`src/rtl/tbzed_pkg.sv`:
```
package tbzed_pkg;

  localparam int DEF_MAX_BODIES = 8;
  localparam int DEF_FRAC_BITS  = 12;

  localparam int IN_W       = 152;
  localparam int OUT_W      = 32;
  localparam int KIND_W     = 4;
  localparam int VAL_W      = 24;
  localparam int SLOT_FLD_W = 6;
  localparam int CFG_IDX_W  = 8;
  localparam int CFG_DATA_W = 8;

  localparam logic [CFG_IDX_W-1:0] REG_EVENT_MODE  = 8'd0;
  localparam logic [CFG_IDX_W-1:0] REG_START_TRACK = 8'd1;

  localparam logic [KIND_W-1:0] KIND_START_EV   = 4'd0;
  localparam logic [KIND_W-1:0] KIND_START_DIST = 4'd1;
  localparam logic [KIND_W-1:0] KIND_LEVEL      = 4'd2;
  localparam logic [KIND_W-1:0] KIND_PLANE_NEG  = 4'd3;
  localparam logic [KIND_W-1:0] KIND_PLANE_POS  = 4'd4;
  localparam logic [KIND_W-1:0] KIND_SPHERE_NEG = 4'd5;
  localparam logic [KIND_W-1:0] KIND_SPHERE_POS = 4'd6;
  localparam logic [KIND_W-1:0] KIND_DONE       = 4'd7;
  localparam logic [KIND_W-1:0] KIND_FULL       = 4'd8;

  typedef enum logic [2:0] {
    SEL_START,
    SEL_FULL,
    SEL_LEVEL,
    SEL_PLANE,
    SEL_SPHERE,
    SEL_DONE
  } res_sel_e;

  typedef struct packed {
    logic     load;
    logic     rd;
    logic     hit;
    logic     inc;
    logic     insert;
    logic     set_started;
    logic     emit;
    res_sel_e sel;
    logic     div_start;
    logic     commit;
  } cmd_t;

  typedef struct packed {
    logic cnt_zero;
    logic match;
    logic last_idx;
    logic full;
    logic started;
    logic event_mode;
    logic found;
    logic plane_chg;
    logic sph_chg;
    logic div_done;
    logic out_free;
  } sts_t;

endpackage

```
`src/rtl/tracked_body_zone_event_detector.sv`:
```
// Tracked body zone event detector.
// Input stream s_axis: one word per tracked body; s_axis_tlast marks the last
// body of a frame. Output stream m_axis: one or more result words per body,
// m_axis_tlast set on the closing done word. m_axis_tuser carries the kind.
// Config channel cfg_*: index 0 event_mode (reset 1), index 1 start_track
// (reset 0); always ready, write it only while no body is in flight.
// One body at a time. The id search reads the table memory one entry at a
// time, a read state and then a compare state per entry, until a known body
// is found or every entry has been read for a new one. Event mode then gives
// a plane word and a sphere word where a zone flag changed, after any start
// or table-full word; distance mode runs the bit-serial level divider, then
// gives the level word. Both modes close with the done word.
// s_axis_tready is high only between bodies.
// Reset empties the body table, clears the started and frame red flags and
// loads the register defaults; no clearing pass is needed.
// Results sit in a single output register: a stalled m_axis_tready holds it
// and the sequencer waits; the next body is taken while the done word waits.
module tracked_body_zone_event_detector #(
  parameter int MAX_BODIES = tbzed_pkg::DEF_MAX_BODIES,
  parameter int FRAC_BITS  = tbzed_pkg::DEF_FRAC_BITS
) (
  input  logic                             clk_i,
  input  logic                             rst_ni,
  input  logic                             s_axis_tvalid,
  output logic                             s_axis_tready,
  // body_id[31:0], left_plane_dist[55:32], right_plane_dist[79:56],
  // left_sphere_dist[103:80], right_sphere_dist[127:104], body_size[150:128]
  input  logic [tbzed_pkg::IN_W-1:0]       s_axis_tdata,
  input  logic                             s_axis_tlast,
  output logic                             m_axis_tvalid,
  input  logic                             m_axis_tready,
  // body_slot[5:0], value[29:6], frame_red[30]
  output logic [tbzed_pkg::OUT_W-1:0]      m_axis_tdata,
  // event_kind[3:0]
  output logic [tbzed_pkg::KIND_W-1:0]     m_axis_tuser,
  output logic                             m_axis_tlast,
  input  logic                             cfg_valid_i,
  output logic                             cfg_ready_o,
  input  logic [tbzed_pkg::CFG_IDX_W-1:0]  cfg_index_i,
  input  logic [tbzed_pkg::CFG_DATA_W-1:0] cfg_data_i
);

  tbzed_pkg::cmd_t cmd;
  tbzed_pkg::sts_t sts;

  assign cfg_ready_o = 1'b1;

  tbzed_ctrl u_ctrl (
    .clk_i     (clk_i),
    .rst_ni    (rst_ni),
    .in_valid_i(s_axis_tvalid),
    .in_ready_o(s_axis_tready),
    .sts_i     (sts),
    .cmd_o     (cmd)
  );

  tbzed_dp #(
    .MAX_BODIES(MAX_BODIES),
    .FRAC_BITS (FRAC_BITS)
  ) u_dp (
    .clk_i      (clk_i),
    .rst_ni     (rst_ni),
    .cmd_i      (cmd),
    .sts_o      (sts),
    .in_data_i  (s_axis_tdata),
    .in_last_i  (s_axis_tlast),
    .cfg_valid_i(cfg_valid_i),
    .cfg_index_i(cfg_index_i),
    .cfg_data_i (cfg_data_i),
    .out_ready_i(m_axis_tready),
    .out_valid_o(m_axis_tvalid),
    .out_data_o (m_axis_tdata),
    .out_user_o (m_axis_tuser),
    .out_last_o (m_axis_tlast)
  );

endmodule

```
`src/rtl/tbzed_div.sv`:
```
module tbzed_div #(
  parameter int NW = 37
) (
  input  logic          clk_i,
  input  logic          rst_ni,
  input  logic          start_i,
  input  logic [NW-1:0] num_i,
  input  logic [22:0]   den_i,
  output logic          done_o,
  output logic [NW-1:0] quo_o,
  output logic          rem_nz_o
);

  localparam int CW = $clog2(NW);

  logic [NW-1:0] num_q, num_d;
  logic [22:0]   rem_q, rem_d;
  logic [22:0]   den_q;
  logic [CW-1:0] cnt_q;
  logic          busy_q, done_q;
  logic [23:0]   trial;
  logic          ge;

  // Restoring step: one quotient bit per cycle, MSB first.
  always_comb begin
    trial = {rem_q, num_q[NW-1]};
    ge    = trial >= {1'b0, den_q};
    rem_d = ge ? 23'(trial - {1'b0, den_q}) : trial[22:0];
    num_d = {num_q[NW-2:0], ge};
  end

  always_ff @(posedge clk_i or negedge rst_ni) begin
    if (!rst_ni) begin
      busy_q <= 1'b0;
      done_q <= 1'b0;
      cnt_q  <= '0;
    end else begin
      done_q <= 1'b0;
      if (start_i) begin
        busy_q <= 1'b1;
        cnt_q  <= CW'(NW - 1);
      end else if (busy_q) begin
        if (cnt_q == '0) begin
          busy_q <= 1'b0;
          done_q <= 1'b1;
        end else begin
          cnt_q <= cnt_q - CW'(1);
        end
      end
    end
  end

  always_ff @(posedge clk_i) begin
    if (start_i) begin
      num_q <= num_i;
      rem_q <= '0;
      den_q <= den_i;
    end else if (busy_q) begin
      num_q <= num_d;
      rem_q <= rem_d;
    end
  end

  assign done_o   = done_q;
  assign quo_o    = num_q;
  assign rem_nz_o = rem_q != '0;

endmodule

```
`src/rtl/tbzed_dp.sv`:
```
module tbzed_dp #(
  parameter int MAX_BODIES = tbzed_pkg::DEF_MAX_BODIES,
  parameter int FRAC_BITS  = tbzed_pkg::DEF_FRAC_BITS
) (
  input  logic                             clk_i,
  input  logic                             rst_ni,
  input  tbzed_pkg::cmd_t                  cmd_i,
  output tbzed_pkg::sts_t                  sts_o,
  input  logic [tbzed_pkg::IN_W-1:0]       in_data_i,
  input  logic                             in_last_i,
  input  logic                             cfg_valid_i,
  input  logic [tbzed_pkg::CFG_IDX_W-1:0]  cfg_index_i,
  input  logic [tbzed_pkg::CFG_DATA_W-1:0] cfg_data_i,
  input  logic                             out_ready_i,
  output logic                             out_valid_o,
  output logic [tbzed_pkg::OUT_W-1:0]      out_data_o,
  output logic [tbzed_pkg::KIND_W-1:0]     out_user_o,
  output logic                             out_last_o
);

  localparam int SLOT_W = (MAX_BODIES > 1) ? $clog2(MAX_BODIES) : 1;
  localparam int CNT_W  = $clog2(MAX_BODIES + 1);
  localparam int NW     = 25 + FRAC_BITS;

  localparam logic [23:0] LVL_ONE = 24'(2 ** FRAC_BITS);
  localparam logic [23:0] LVL_MIN = 24'h800000;
  localparam logic [23:0] LVL_MAX = 24'h7FFFFF;
  localparam logic [NW:0] NEG_LIM = (NW + 1)'(8388608);
  localparam logic [NW:0] POS_LIM = (NW + 1)'(8388607);

  function automatic logic [23:0] min_s(input logic [23:0] a, input logic [23:0] b);
    return ($signed(a) < $signed(b)) ? a : b;
  endfunction

  // item word
  logic [31:0]       id_q;
  logic [22:0]       size_q;
  logic              fend_q;
  logic [23:0]       m_q, pmin_q, smin_q;
  logic [23:0]       lp, rp, ls, rs, pmin_in, smin_in;

  // body table
  logic [31:0]       id_mem [MAX_BODIES];
  logic [31:0]       rd_q;
  logic [CNT_W-1:0]  cnt_q, idx_q;
  logic [SLOT_W-1:0] slot_q;
  logic              found_q;
  logic [MAX_BODIES-1:0] under_q, insph_q;

  logic              started_q, acc_q;
  logic              event_mode_q;
  logic [7:0]        start_track_q;

  // level divider
  logic [25:0]       diff, diff_abs;
  logic              diff_neg;
  logic              div_done, rem_nz;
  logic [NW-1:0]     quo;
  logic [NW:0]       qx;
  logic [23:0]       level;

  // result word
  logic              out_valid_q;
  logic [3:0]        kind_q, kind_d;
  logic [5:0]        oslot_q, oslot_d;
  logic [23:0]       val_q, val_d;
  logic              red_q, red_d, last_q, last_d;

  assign lp = in_data_i[55:32];
  assign rp = in_data_i[79:56];
  assign ls = in_data_i[103:80];
  assign rs = in_data_i[127:104];
  assign pmin_in = min_s(lp, rp);
  assign smin_in = min_s(ls, rs);

  always_ff @(posedge clk_i) begin
    if (cmd_i.load) begin
      id_q   <= in_data_i[31:0];
      size_q <= in_data_i[150:128];
      fend_q <= in_last_i;
      pmin_q <= pmin_in;
      smin_q <= smin_in;
      m_q    <= min_s(pmin_in, smin_in);
    end
    if (cmd_i.insert) begin
      id_mem[cnt_q[SLOT_W-1:0]] <= id_q;
    end
    if (cmd_i.rd) begin
      rd_q <= id_mem[idx_q[SLOT_W-1:0]];
    end
    if (cmd_i.hit) begin
      slot_q <= idx_q[SLOT_W-1:0];
    end
    if (cmd_i.insert) begin
      slot_q <= cnt_q[SLOT_W-1:0];
      under_q[cnt_q[SLOT_W-1:0]] <= 1'b0;
      insph_q[cnt_q[SLOT_W-1:0]] <= 1'b0;
    end
    // zone flags move only in event mode, for bodies held in the table
    if (cmd_i.commit && event_mode_q && found_q) begin
      under_q[slot_q] <= pmin_q[23];
      insph_q[slot_q] <= smin_q[23];
    end
  end

  always_ff @(posedge clk_i or negedge rst_ni) begin
    if (!rst_ni) begin
      cnt_q         <= '0;
      idx_q         <= '0;
      found_q       <= 1'b0;
      started_q     <= 1'b0;
      acc_q         <= 1'b0;
      event_mode_q  <= 1'b1;
      start_track_q <= '0;
    end else begin
      if (cmd_i.load) begin
        idx_q   <= '0;
        found_q <= 1'b0;
      end
      if (cmd_i.inc) begin
        idx_q <= idx_q + CNT_W'(1);
      end
      if (cmd_i.hit) begin
        found_q <= 1'b1;
      end
      if (cmd_i.insert) begin
        cnt_q   <= cnt_q + CNT_W'(1);
        found_q <= 1'b1;
      end
      if (cmd_i.set_started) begin
        started_q <= 1'b1;
      end
      if (cmd_i.commit) begin
        acc_q <= fend_q ? 1'b0 : (acc_q | m_q[23]);
      end
      if (cfg_valid_i) begin
        unique case (cfg_index_i)
          tbzed_pkg::REG_EVENT_MODE:  event_mode_q  <= cfg_data_i[0];
          tbzed_pkg::REG_START_TRACK: start_track_q <= cfg_data_i;
          default: ;
        endcase
      end
    end
  end

  // size - 2*m, then floor division of its magnitude by size
  assign diff     = {3'b000, size_q} - {m_q[23], m_q, 1'b0};
  assign diff_neg = diff[25];
  assign diff_abs = diff_neg ? (26'd0 - diff) : diff;

  tbzed_div #(
    .NW(NW)
  ) u_div (
    .clk_i   (clk_i),
    .rst_ni  (rst_ni),
    .start_i (cmd_i.div_start),
    .num_i   (NW'(diff_abs[24:0]) << FRAC_BITS),
    .den_i   (size_q),
    .done_o  (div_done),
    .quo_o   (quo),
    .rem_nz_o(rem_nz)
  );

  assign qx = {1'b0, quo} + (NW + 1)'(rem_nz);

  always_comb begin
    if (m_q[23]) begin
      level = LVL_ONE;
    end else if (size_q == '0) begin
      level = LVL_MIN;
    end else if (diff_neg) begin
      level = (qx > NEG_LIM) ? LVL_MIN : (24'd0 - qx[23:0]);
    end else begin
      level = ({1'b0, quo} > POS_LIM) ? LVL_MAX : quo[23:0];
    end
  end

  always_comb begin
    oslot_d = 6'(slot_q);
    val_d   = '0;
    red_d   = 1'b0;
    last_d  = 1'b0;
    unique case (cmd_i.sel)
      tbzed_pkg::SEL_START: begin
        kind_d = event_mode_q ? tbzed_pkg::KIND_START_EV : tbzed_pkg::KIND_START_DIST;
        val_d  = 24'(start_track_q);
      end
      tbzed_pkg::SEL_FULL: begin
        kind_d  = tbzed_pkg::KIND_FULL;
        oslot_d = '0;
      end
      tbzed_pkg::SEL_LEVEL: begin
        kind_d  = tbzed_pkg::KIND_LEVEL;
        oslot_d = '0;
        val_d   = level;
      end
      tbzed_pkg::SEL_PLANE: begin
        kind_d = pmin_q[23] ? tbzed_pkg::KIND_PLANE_NEG : tbzed_pkg::KIND_PLANE_POS;
        val_d  = pmin_q;
      end
      tbzed_pkg::SEL_SPHERE: begin
        kind_d = smin_q[23] ? tbzed_pkg::KIND_SPHERE_NEG : tbzed_pkg::KIND_SPHERE_POS;
        val_d  = smin_q;
      end
      default: begin
        kind_d  = tbzed_pkg::KIND_DONE;
        oslot_d = '0;
        red_d   = acc_q | m_q[23];
        last_d  = 1'b1;
      end
    endcase
  end

  always_ff @(posedge clk_i or negedge rst_ni) begin
    if (!rst_ni) begin
      out_valid_q <= 1'b0;
    end else if (cmd_i.emit) begin
      out_valid_q <= 1'b1;
    end else if (out_ready_i) begin
      out_valid_q <= 1'b0;
    end
  end

  always_ff @(posedge clk_i) begin
    if (cmd_i.emit) begin
      kind_q  <= kind_d;
      oslot_q <= oslot_d;
      val_q   <= val_d;
      red_q   <= red_d;
      last_q  <= last_d;
    end
  end

  assign out_valid_o = out_valid_q;
  assign out_data_o  = {1'b0, red_q, val_q, oslot_q};
  assign out_user_o  = kind_q;
  assign out_last_o  = last_q;

  assign sts_o.cnt_zero   = cnt_q == '0;
  assign sts_o.match      = rd_q == id_q;
  assign sts_o.last_idx   = (idx_q + CNT_W'(1)) == cnt_q;
  assign sts_o.full       = cnt_q == CNT_W'(MAX_BODIES);
  assign sts_o.started    = started_q;
  assign sts_o.event_mode = event_mode_q;
  assign sts_o.found      = found_q;
  assign sts_o.plane_chg  = pmin_q[23] != under_q[slot_q];
  assign sts_o.sph_chg    = smin_q[23] != insph_q[slot_q];
  assign sts_o.div_done   = div_done;
  assign sts_o.out_free   = !out_valid_q || out_ready_i;

endmodule

```
`src/rtl/tbzed_ctrl.sv`:
```
module tbzed_ctrl (
  input  logic            clk_i,
  input  logic            rst_ni,
  input  logic            in_valid_i,
  output logic            in_ready_o,
  input  tbzed_pkg::sts_t sts_i,
  output tbzed_pkg::cmd_t cmd_o
);

  typedef enum logic [3:0] {
    ST_IDLE,
    ST_SRD,
    ST_SCMP,
    ST_INS,
    ST_START,
    ST_FULL,
    ST_EVP,
    ST_EVS,
    ST_DGO,
    ST_DWAIT,
    ST_LEVEL,
    ST_DONE
  } state_e;

  state_e state_q, state_d, mode_st;

  assign in_ready_o = state_q == ST_IDLE;
  assign mode_st    = sts_i.event_mode ? ST_EVP : ST_DGO;

  always_comb begin
    cmd_o   = '0;
    cmd_o.sel = tbzed_pkg::SEL_DONE;
    state_d = state_q;
    unique case (state_q)
      ST_IDLE: begin
        if (in_valid_i) begin
          cmd_o.load = 1'b1;
          state_d    = sts_i.cnt_zero ? ST_INS : ST_SRD;
        end
      end
      ST_SRD: begin
        cmd_o.rd = 1'b1;
        state_d  = ST_SCMP;
      end
      ST_SCMP: begin
        if (sts_i.match) begin
          cmd_o.hit = 1'b1;
          state_d   = mode_st;
        end else if (sts_i.last_idx) begin
          state_d = ST_INS;
        end else begin
          cmd_o.inc = 1'b1;
          state_d   = ST_SRD;
        end
      end
      ST_INS: begin
        if (sts_i.full) begin
          state_d = ST_FULL;
        end else begin
          cmd_o.insert = 1'b1;
          state_d      = sts_i.started ? mode_st : ST_START;
        end
      end
      ST_START: begin
        if (sts_i.out_free) begin
          cmd_o.emit        = 1'b1;
          cmd_o.sel         = tbzed_pkg::SEL_START;
          cmd_o.set_started = 1'b1;
          state_d           = mode_st;
        end
      end
      ST_FULL: begin
        if (sts_i.out_free) begin
          cmd_o.emit = 1'b1;
          cmd_o.sel  = tbzed_pkg::SEL_FULL;
          state_d    = mode_st;
        end
      end
      ST_EVP: begin
        // skip when the body has no slot or its plane flag held
        if (!(sts_i.found && sts_i.plane_chg)) begin
          state_d = ST_EVS;
        end else if (sts_i.out_free) begin
          cmd_o.emit = 1'b1;
          cmd_o.sel  = tbzed_pkg::SEL_PLANE;
          state_d    = ST_EVS;
        end
      end
      ST_EVS: begin
        if (!(sts_i.found && sts_i.sph_chg)) begin
          state_d = ST_DONE;
        end else if (sts_i.out_free) begin
          cmd_o.emit = 1'b1;
          cmd_o.sel  = tbzed_pkg::SEL_SPHERE;
          state_d    = ST_DONE;
        end
      end
      ST_DGO: begin
        cmd_o.div_start = 1'b1;
        state_d         = ST_DWAIT;
      end
      ST_DWAIT: begin
        if (sts_i.div_done) begin
          state_d = ST_LEVEL;
        end
      end
      ST_LEVEL: begin
        if (sts_i.out_free) begin
          cmd_o.emit = 1'b1;
          cmd_o.sel  = tbzed_pkg::SEL_LEVEL;
          state_d    = ST_DONE;
        end
      end
      ST_DONE: begin
        if (sts_i.out_free) begin
          cmd_o.emit   = 1'b1;
          cmd_o.sel    = tbzed_pkg::SEL_DONE;
          cmd_o.commit = 1'b1;
          state_d      = ST_IDLE;
        end
      end
      default: state_d = ST_IDLE;
    endcase
  end

  always_ff @(posedge clk_i or negedge rst_ni) begin
    if (!rst_ni) begin
      state_q <= ST_IDLE;
    end else begin
      state_q <= state_d;
    end
  end

endmodule

```
`config.mk`:
```
export PLATFORM = sky130hd
export DESIGN_NAME = tracked_body_zone_event_detector
export DESIGN_NICKNAME = d
export VERILOG_FILES = /design/src/rtl/tbzed_pkg.sv /design/src/rtl/tracked_body_zone_event_detector.sv /design/src/rtl/tbzed_div.sv /design/src/rtl/tbzed_dp.sv /design/src/rtl/tbzed_ctrl.sv
export SDC_FILE = /design/constraint.sdc
export NUM_CORES = 1
export LEC_CHECK = 0
export ABC_CLOCK_PERIOD_IN_PS = 10000
export BUFFER_PORTS_ARGS = -buffer_cell sky130_fd_sc_hd__buf_2
export CAP_MARGIN = 0
export CORE_MARGIN = 8
export CORE_UTILIZATION = 50
export DETAILED_ROUTE_END_ITERATION = 8
export PLACE_DENSITY = 0.68
export SYNTH_ARGS = -nofsm -noshare
export SYNTH_HDL_FRONTEND = slang
export SYNTH_HIERARCHICAL = 1
export SYNTH_SLANG_ARGS = --single-unit
```
`constraint.sdc`:
```
create_clock -name clk_i -period 10 [get_ports clk_i]
set_input_delay 2 -clock clk_i [delete_from_list [all_inputs] [get_ports clk_i]]
set_output_delay 2 -clock clk_i [all_outputs]
set_load 0.02 [all_outputs]
```
==> impl_results.md, run 1 <==
- Vertical die dimension: 263 µm
- Mapped Cells: about 2500
- Detailed-route vias per instance: 5.93
- Area added between synthesis and finish: 11.8%
- Top delay family on crit path: simple AND/OR/NAND/NOR gates
- Final Cycle Share: 75.0%
- Die ar.: 69300 µm²
- Post-route standard cell area excluding fillers: 34200 µm²
- Total congestion overflow: 0
- Half-perimeter wire length after detailed placement: 53800 µm
- ANT nets after route: 0
- Maximum number of buffers from clock root to sink: 3
- Static power due to leakage: 13.1 nW
- Worst Max-Slew Pin Slew: 1.14 ns
- Syn avg cell area: 12.2 µm²
- Final setup vio count: 0
- Peak Freq: 133 MHz
- Number of antenna violations at the first check in global routing: 3
- Total routing usage reported by global routing: 21.7%
- Setup Slack @ Placement: about 1.8 ns
- Worst-skew pair later-pin latency: 0.65 ns
- Number of hold-slack violations in the final timing report: 0
- Maximum vdd drop: 142 µV
- Clock transition at path regs: 0.06 ns
- Total CTS buffers: 58
- Number of setup buffers added after CTS: 0
- # H-tree levels: 2
- Cell Chain, Critical Path: buf_2 > inv_1 > ha_1 > nand4_1 > nor4_1 > o31ai_1 > and2_1 > xnor2_2 > buf_4 > mux2i_1 > ha_1 > nand4_1 > nor2_1 > nand3_1 > a2111o_1 > o21ai_0 > or3_1 > o221ai_1 > nor3_2 > buf_4 > mux2_2
- Number of distinct library cell variants in the gate-level netlist after synthesis: 113
- Wire per inst: ~22 µm
- Most repeated cell in the gate-level netlist after synthesis: sky130_fd_sc_hd__edfxtp_1
- Worst-case headroom to the max-slew limit: 23.8%
- Post-Layout Cell Count: around 3500
- Maximum number of pins on one net before global-route repair: between 70 and 80
- Synth warn: 6
- Reported max-cap violation count: 0
- Top area cells in the synthesized netlist: sky130_fd_sc_hd__edfxtp_1, sky130_fd_sc_hd__ha_1, sky130_fd_sc_hd__mux4_2, sky130_fd_sc_hd__nand2_1, sky130_fd_sc_hd__mux2_2
- Top FF cell, synth: sky130_fd_sc_hd__edfxtp_1
- I/O pin total: 214
- Unrepaired setup endpoints after global routing: false
- Cell at the slowest stage of the critical path: sky130_fd_sc_hd__xnor2_2
- Drt first-iter violations: 2153
- Initial cell density of the core: around half
- Power density cells: 282 nW/µm²
- CTS Root Buffer Type: sky130_fd_sc_hd__clkbuf_16
- Hold-fix buffer count after cts: 0
- Proportion of register bits with asynchronous set or reset after synthesis: between 5 and 6%
- Placeable core region: slightly above 60000 µm²
- Final nets: about 3000
- Number of standard-cell rows in the floorplan: 90
- Max Slew Vio Count: 0
- Vias after detailed routing: between 20000 and 25000
- Final Worst Setup Slack: 2.50 ns
- Share of the synthesized area in the top cell type: 50.3%
- Post-Syn Area: 30600 µm²
- Hold Crit Class: flop to flop
- Clock tree from TritonCTS: yes
- Setup TNS after final layout: 0 ns
- Number of gates resized after CTS: 0
- Clock Sinks: 584
- Type of the worst setup path: input port to flop
- Most common library cells after synthesis: sky130_fd_sc_hd__edfxtp_1, sky130_fd_sc_hd__nand2_1, sky130_fd_sc_hd__inv_1, sky130_fd_sc_hd__nor2_1, sky130_fd_sc_hd__ha_1
- Startpoint kind of the worst setup timing path: input port
- Max FO, Critical Path: 15
- Delay contributed by the slowest stage of the critical path: 0.61 ns
- Endpoint required time on the critical path: 10.38 ns
- Layout fillers: 4893
- Number of global-route vias before repair: 21122
- Number of detailed-route iterations in the first pass: 6
- Clock Skews: 0.0739 ns
- GP Congestion: roughly 0.96
- Post-synth EDFFs: approximately 510
- Share of the yosys chip area belonging to registers: 55.5%
- Critical Path AT: 7.89 ns
- Count of buffers from port buffering: 207
- Total routed wirelength: 77100 µm
- Post-place instance area: between 30000 and 40000 µm²
- Number of design rule violations left after detail routing: 0
- Critical Path End Type: flop
- Fraction of final layout cells with drive strength greater than 1: a little under a fifth
- Result of the run: finished, final reports clean
- Time the final worst path needs with I/O delays and setup: roughly 7.5 ns
- Total buffers and inverters traversed by the critical path: 4
- Global-route wire length before repair: about 120000 µm
- Die Span X: between 200 and 300 µm
- Cells after DPL: roughly 3400
- Number of storage elements in the synthesis netlist: 584
- Largest area contributor in the synthesized netlist: sky130_fd_sc_hd__edfxtp_1
[worst paths after layout]
check	from	endpoint	slack (ns)	cells after the start
min in group asynchronous	rst_ni	u_dp/started_q	1.49	1
max in group asynchronous	rst_ni	u_dp/idx_q[0]	7.87	1
worst min register to register	u_dp/fend_q	u_dp/acc_q	0.44	1
worst max-delay path	s_axis_tdata[127]	u_dp/m_q[16]	2.50	21
worst max register to register	u_dp/u_div/rem_q[13]	u_dp/val_q[1]	4.65	15
worst min-delay path	u_dp/fend_q	u_dp/acc_q	0.44	1
[report_power, final]
group / internal [mW] / switching [mW]
clock: 1.18 / 0.921
combinational: 1.49 / 2.09
sequential: 3.42 / 0.551
[cell type report]
type | count | area, µm² | area share, %
Antenna cell | 1 | 2.50 | 0.00732
Clock buffer | 77 | 1550 | 4.54
Clock inverter | 29 | 299 | 0.875
Inverter | 172 | 646 | 1.89
Multi-Input combinational cell | 1656 | 12500 | 36.5
Sequential cell | 584 | 17000 | 49.7
Tap cell | 782 | 978 | 2.86
Timing Repair Buffer | 234 | 1240 | 3.62
[metrics by stage]
| stage | power [mW] | hold slack [ns] | utilization [%] |
|---|---|---|---|
| floorplan | 6.62 | 0.399 | - |
| global placement | 7.46 | 0.407 | 53.6 |
| detailed placement | 7.56 | 0.432 | 53.6 |
| CTS | 9.70 | 0.438 | 56.6 |
| global route | 10.2 | 0.454 | 56.6 |
| finish | 9.65 | 0.438 | 56.7 |
[layer usage]
metal  global-route usage [%]  up-vias  share of wire, %
met4                     7.77        2               3.4
met1                     29.5    10317                44
met5                        0        -             0.014
met2                     34.8      737                46
met3                     4.05      140               6.5
li1                         -     9782                 -
[flip-flops by register name, summed over array words and instances, names as in the netlist, 3 cells and up]
| signal | flops |
|---|---|
| u_dp/pmin_q | 24 |
| u_dp/smin_q | 24 |
| u_dp/idx_q | 4 |
| u_dp/id_q | 32 |
| u_dp/u_div/den_q | 23 |
| u_dp/m_q | 24 |
| u_dp/u_div/cnt_q | 6 |
| u_dp/oslot_q | 3 |
| u_ctrl/state_q | 4 |
| u_dp/rd_q | 32 |
| u_dp/u_div/rem_q | 23 |
| u_dp/cnt_q | 4 |
| u_dp/val_q | 24 |
| u_dp/slot_q | 3 |
| u_dp/start_track_q | 8 |
| u_dp/u_div/quo_o | 37 |
| u_dp/id_mem | 256 |
| u_dp/size_q | 23 |
| u_dp/under_q | 8 |
| u_dp/out_user_o | 4 |
| u_dp/insph_q | 8 |
[worst register-to-register path: stages (launching register included)]
cell	delay [ns]
sky130_fd_sc_hd__dfxtp_1	0.44
sky130_fd_sc_hd__nor4_1	0.11
sky130_fd_sc_hd__and4_1	0.22
sky130_fd_sc_hd__nand3_1	0.19
sky130_fd_sc_hd__ha_1	0.34
sky130_fd_sc_hd__ha_1	0.37
sky130_fd_sc_hd__nand4_2	0.48
sky130_fd_sc_hd__nor3_1	0.34
sky130_fd_sc_hd__buf_4	0.25
sky130_fd_sc_hd__and4_1	0.20
sky130_fd_sc_hd__a21oi_1	0.04
sky130_fd_sc_hd__or2_2	0.31
sky130_fd_sc_hd__nor4_4	0.46
sky130_fd_sc_hd__and3_1	0.57
sky130_fd_sc_hd__a21oi_1	0.16
sky130_fd_sc_hd__o21ai_0	0.63
[cell usage in the layout, fill, tap and decap left out, types with 11 or more instances in the layout]
master                      instances
sky130_fd_sc_hd__nor2_1           129
sky130_fd_sc_hd__dfrtp_1           30
sky130_fd_sc_hd__ha_1             123
sky130_fd_sc_hd__dfxtp_1           39
sky130_fd_sc_hd__o21a_1            18
sky130_fd_sc_hd__nor4_1            38
sky130_fd_sc_hd__o211ai_1          24
sky130_fd_sc_hd__edfxtp_1         512
sky130_fd_sc_hd__mux2_2            76
sky130_fd_sc_hd__nand2b_1          24
sky130_fd_sc_hd__buf_2            207
sky130_fd_sc_hd__conb_1            17
sky130_fd_sc_hd__mux4_2            68
sky130_fd_sc_hd__a211oi_1          18
sky130_fd_sc_hd__nor3_1            39
sky130_fd_sc_hd__nor2b_1           18
sky130_fd_sc_hd__xnor2_1           52
sky130_fd_sc_hd__a31oi_1           23
sky130_fd_sc_hd__clkbuf_16         58
sky130_fd_sc_hd__a22oi_1           27
sky130_fd_sc_hd__xor2_1            68
sky130_fd_sc_hd__inv_1            168
sky130_fd_sc_hd__nand2_1          265
sky130_fd_sc_hd__or3_1             11
sky130_fd_sc_hd__nand4_1           34
sky130_fd_sc_hd__mux2i_1           46
sky130_fd_sc_hd__buf_4             27
sky130_fd_sc_hd__o21ai_0          103
sky130_fd_sc_hd__and3_1            14
sky130_fd_sc_hd__clkinv_2          12
sky130_fd_sc_hd__nand3_1           36
sky130_fd_sc_hd__a21oi_1          115
sky130_fd_sc_hd__clkbuf_1          16
sky130_fd_sc_hd__a21o_1            42
sky130_fd_sc_hd__and2_1            18
[kinds of logic after synthesis]
| logic type | count (synthesis) | synth area share, % |
|---|---|---|
| multiplexers | 192 | 9.39 |
| AND/OR/NAND/NOR | 703 | 11.5 |
| buffers and inverters | 274 | 3.96 |
| other | 2 | 0.0246 |
| adder cells (fa/ha/maj) | 125 | 5.16 |
| AO/OA/AOI/OAI | 497 | 10.9 |
| flip-flops | 584 | 55.5 |
| XOR/XNOR | 122 | 3.49 |
No activity file was read; power rests on OpenSTA's default activity.
==> inputs of run 2 (changes only) <==
Settings changed: ABC_CLOCK_PERIOD_IN_PS 10000 to 6100, PLACE_DENSITY 0.68 to 0.71.
Clock period 10 ns to 6.1 ns, I/O delays scaled along.
==> run 2 against run 1 <==
Via count grew 1.6%. Register-to-register slack worse by 3.9 ns. Clock skew rose by 0.017 ns. Worst setup slack got worse by 2.2 ns. Largest power group unchanged. Flip-flop and latch count did not move. Largest cell class unchanged. Final area increased by 2.1%.
==> impl_results.md, run 2 (synthesis results as in run 1) <==
- Number of standard-cell rows in the floorplan: 90 (unchanged)
- Routed length on met1: 33400 µm (-1.4%)
- Maximum vdd drop: 252 µV (+77%)
- Hold-fix buffer count after cts: 0 (unchanged)
- Setup Slack @ Placement: -0.321 ns (-2.14 ns)
- Length of routed met2 wiring: 38200 µm (+7.3%)
- Time the final worst path needs with I/O delays and setup: between 5 and 6 ns
- Die Span X: 263 µm (unchanged)
- Peak Freq: ~170 MHz
- CTS Root Buffer Type: sky130_fd_sc_hd__clkbuf_16
- Fraction of final layout cells with drive strength greater than 1: 21.1% (+2.0 points)
- Max Slew Vio Count: 0 (unchanged)
- Hold Crit Class: flop to flop
- Vias after detailed routing: 21305 (+1.6%)
- ANT cells: 0 (-1)
- Critical Path AT: 6.17 ns (-1.72 ns)
- Reported max-cap violation count: 0 (unchanged)
- Reg area: 17000 µm² (unchanged)
- Number of antenna violations at the first check in global routing: 3 (unchanged)
- Final Cycle Share: 95.0%
- Critical Path End Type: flop
- Die ar.: 69300 µm² (unchanged)
- Number of detailed-route iterations in the first pass: 6 (unchanged)
- Flip-flop count of the largest register, all copies and words added: 256 (unchanged)
- Footprint of the multi-input gates: 12500 µm² (unchanged)
- Post-Layout Cell Count: 3588 (+1.5%)
- Result of the run: finished, final reports clean
- Global-route wire length before repair: 123000 µm (+2.6%)
- Detailed-route vias per instance: 5.94 (about the same)
- Number of global-route vias before repair: 21619 (+2.4%)
- Half-perimeter wire length after detailed placement: 54200 µm (+0.82%)
- Final core utilization: 57.8% (+1.2 points)
- Max FO, Critical Path: 11 (-4)
- Endpoint required time on the critical path: 6.48 ns (-3.90 ns)
- Layout fillers: 4821 (-1.5%)
- Unrepaired setup endpoints after global routing: false
- Worst-skew pair later-pin latency: 0.68 ns (+0.03 ns)
- Number of setup buffers added after CTS: 0 (unchanged)
- Number of design rule violations left after detail routing: 0 (unchanged)
- # H-tree levels: 2 (unchanged)
- Post-route standard cell area excluding fillers: 34900 µm² (+2.1%)
- Maximum number of pins on one net before global-route repair: 80 (+6.7%)
- Initial cell density of the core: 50.7% (unchanged)
- Final Worst Setup Slack: 0.307 ns (-2.19 ns)
- GP Congestion: 0.926 (-3.2%)
- Number of hold-slack violations in the final timing report: 0 (unchanged)
- Post-place instance area: 32700 µm² (+1.2%)
- Total congestion overflow: 0 (unchanged)
- Worst-case headroom to the max-slew limit: 31.0% (+7.2 points)
- Vertical die dimension: 263 µm (unchanged)
- Type of the worst setup path: input port to flop
- I/O pin total: 214 (unchanged)
- Final setup vio count: 0 (unchanged)
- Startpoint kind of the worst setup timing path: input port
- Maximum number of buffers from clock root to sink: 3 (unchanged)
- Routed length on met3: 5390 µm (+7.6%)
- Wire per inst: 22.0 µm (+0.70%)
- Worst Max-Slew Pin Slew: 1.03 ns (-0.108 ns)
- Total CTS buffers: 60 (+3.4%)
- Worst Hold Slack: 0.437 ns (-0.000337 ns)
- ANT nets after route: 0 (unchanged)
- Register-to-Register Setup Slack: 0.75 ns (-3.90 ns)
- Count of buffers from port buffering: 207 (unchanged)
- Highest routing layer actually used: met5
- Cells after DPL: 3475 (+1.4%)
- Clock Sinks: 584 (unchanged)
- Most common library cell in the layout ignoring fill and taps: sky130_fd_sc_hd__edfxtp_1
- Power density cells: 472 nW/µm² (+67%)
- Clock transition at path regs: 0.07 ns (about the same)
- Area added between synthesis and finish: 14.2%
- Final nets: 3054 (+1.6%)
- Total routing usage reported by global routing: 22.2% (+0.46 points)
- Drt first-iter violations: 1871 (-13%)
- Static power due to leakage: 13.4 nW (+3.0%)
- Placeable core region: 60400 µm² (unchanged)
- Clock tree from TritonCTS: yes
- Clock Skews: 0.0912 ns (+0.0173 ns)
- Number of gates resized after CTS: 0 (unchanged)
- Total routed wirelength: 78800 µm (+2.2%)
- Leading cell types in the layout, fill and taps excluded: sky130_fd_sc_hd__edfxtp_1, sky130_fd_sc_hd__nand2_1, sky130_fd_sc_hd__buf_2
run 2: layout make-up:
| class | instances | area share [%] |
|---|---|---|
| flip-flops and latches | 584 | 48.7 |
| multi-input cells | 1656 | 35.8 |
| repair buffers | 281 | 4.67 |
| clock buffers | 68 | 4.50 |
| well taps | 782 | 2.80 |
| inverters | 172 | 1.85 |
| clock inverters | 45 | 1.76 |
run 2: power by group:
group | internal (mW) | switching (mW)
clock | 2.34 | 1.62
sequential | 5.61 | 0.908
combinational | 2.54 | 3.46
run 2: worst paths after layout:
kind / from / end / cells past startpoint
worst max-delay path: s_axis_tdata[126] / u_dp/m_q[5] / 22
worst min-delay path: u_dp/fend_q / u_dp/acc_q / 1
worst max register to register: u_dp/u_div/rem_q[4] / u_dp/val_q[1] / 15
worst min register to register: u_dp/fend_q / u_dp/acc_q / 1
max in group asynchronous: rst_ni / u_dp/idx_q[0] / 1
min in group asynchronous: rst_ni / u_dp/u_div/busy_q / 1
run 2: per-stage QoR:
step                      total power [mW]  setup TNS (ns)
after global placement                12.3           -4.18
after CTS                             16.5               0
after global routing                  17.4               0
after detailed placement              12.5           -6.89
after floorplan                       10.9               0
final                                 16.5               0
run 2: routing by layer:
| layer | vias up | global-route usage (%) |
|---|---|---|
| met5 | - | 0 |
| met4 | 4 | 5.86 |
| met3 | 115 | 3.71 |
| met2 | 800 | 37.6 |
| met1 | 10490 | 29.4 |
| li1 | 9896 | - |
run 2: critical path, stage by stage:
cell,delay (ns)
sky130_fd_sc_hd__buf_2,0.09
sky130_fd_sc_hd__inv_1,0.04
sky130_fd_sc_hd__ha_1,0.30
sky130_fd_sc_hd__nand4_1,0.18
sky130_fd_sc_hd__nor4_1,0.58
sky130_fd_sc_hd__buf_4,0.20
sky130_fd_sc_hd__o31ai_1,0.09
sky130_fd_sc_hd__and2_1,0.20
sky130_fd_sc_hd__xnor2_2,0.21
sky130_fd_sc_hd__buf_4,0.26
sky130_fd_sc_hd__mux2i_1,0.30
sky130_fd_sc_hd__ha_1,0.30
sky130_fd_sc_hd__a21o_1,0.19
sky130_fd_sc_hd__a21o_1,0.17
sky130_fd_sc_hd__a21oi_1,0.27
sky130_fd_sc_hd__a2111o_1,0.20
sky130_fd_sc_hd__o21ai_0,0.16
sky130_fd_sc_hd__a21oi_1,0.23
sky130_fd_sc_hd__o221ai_1,0.16
sky130_fd_sc_hd__nor3_2,0.24
sky130_fd_sc_hd__buf_4,0.22
sky130_fd_sc_hd__mux2_2,0.35
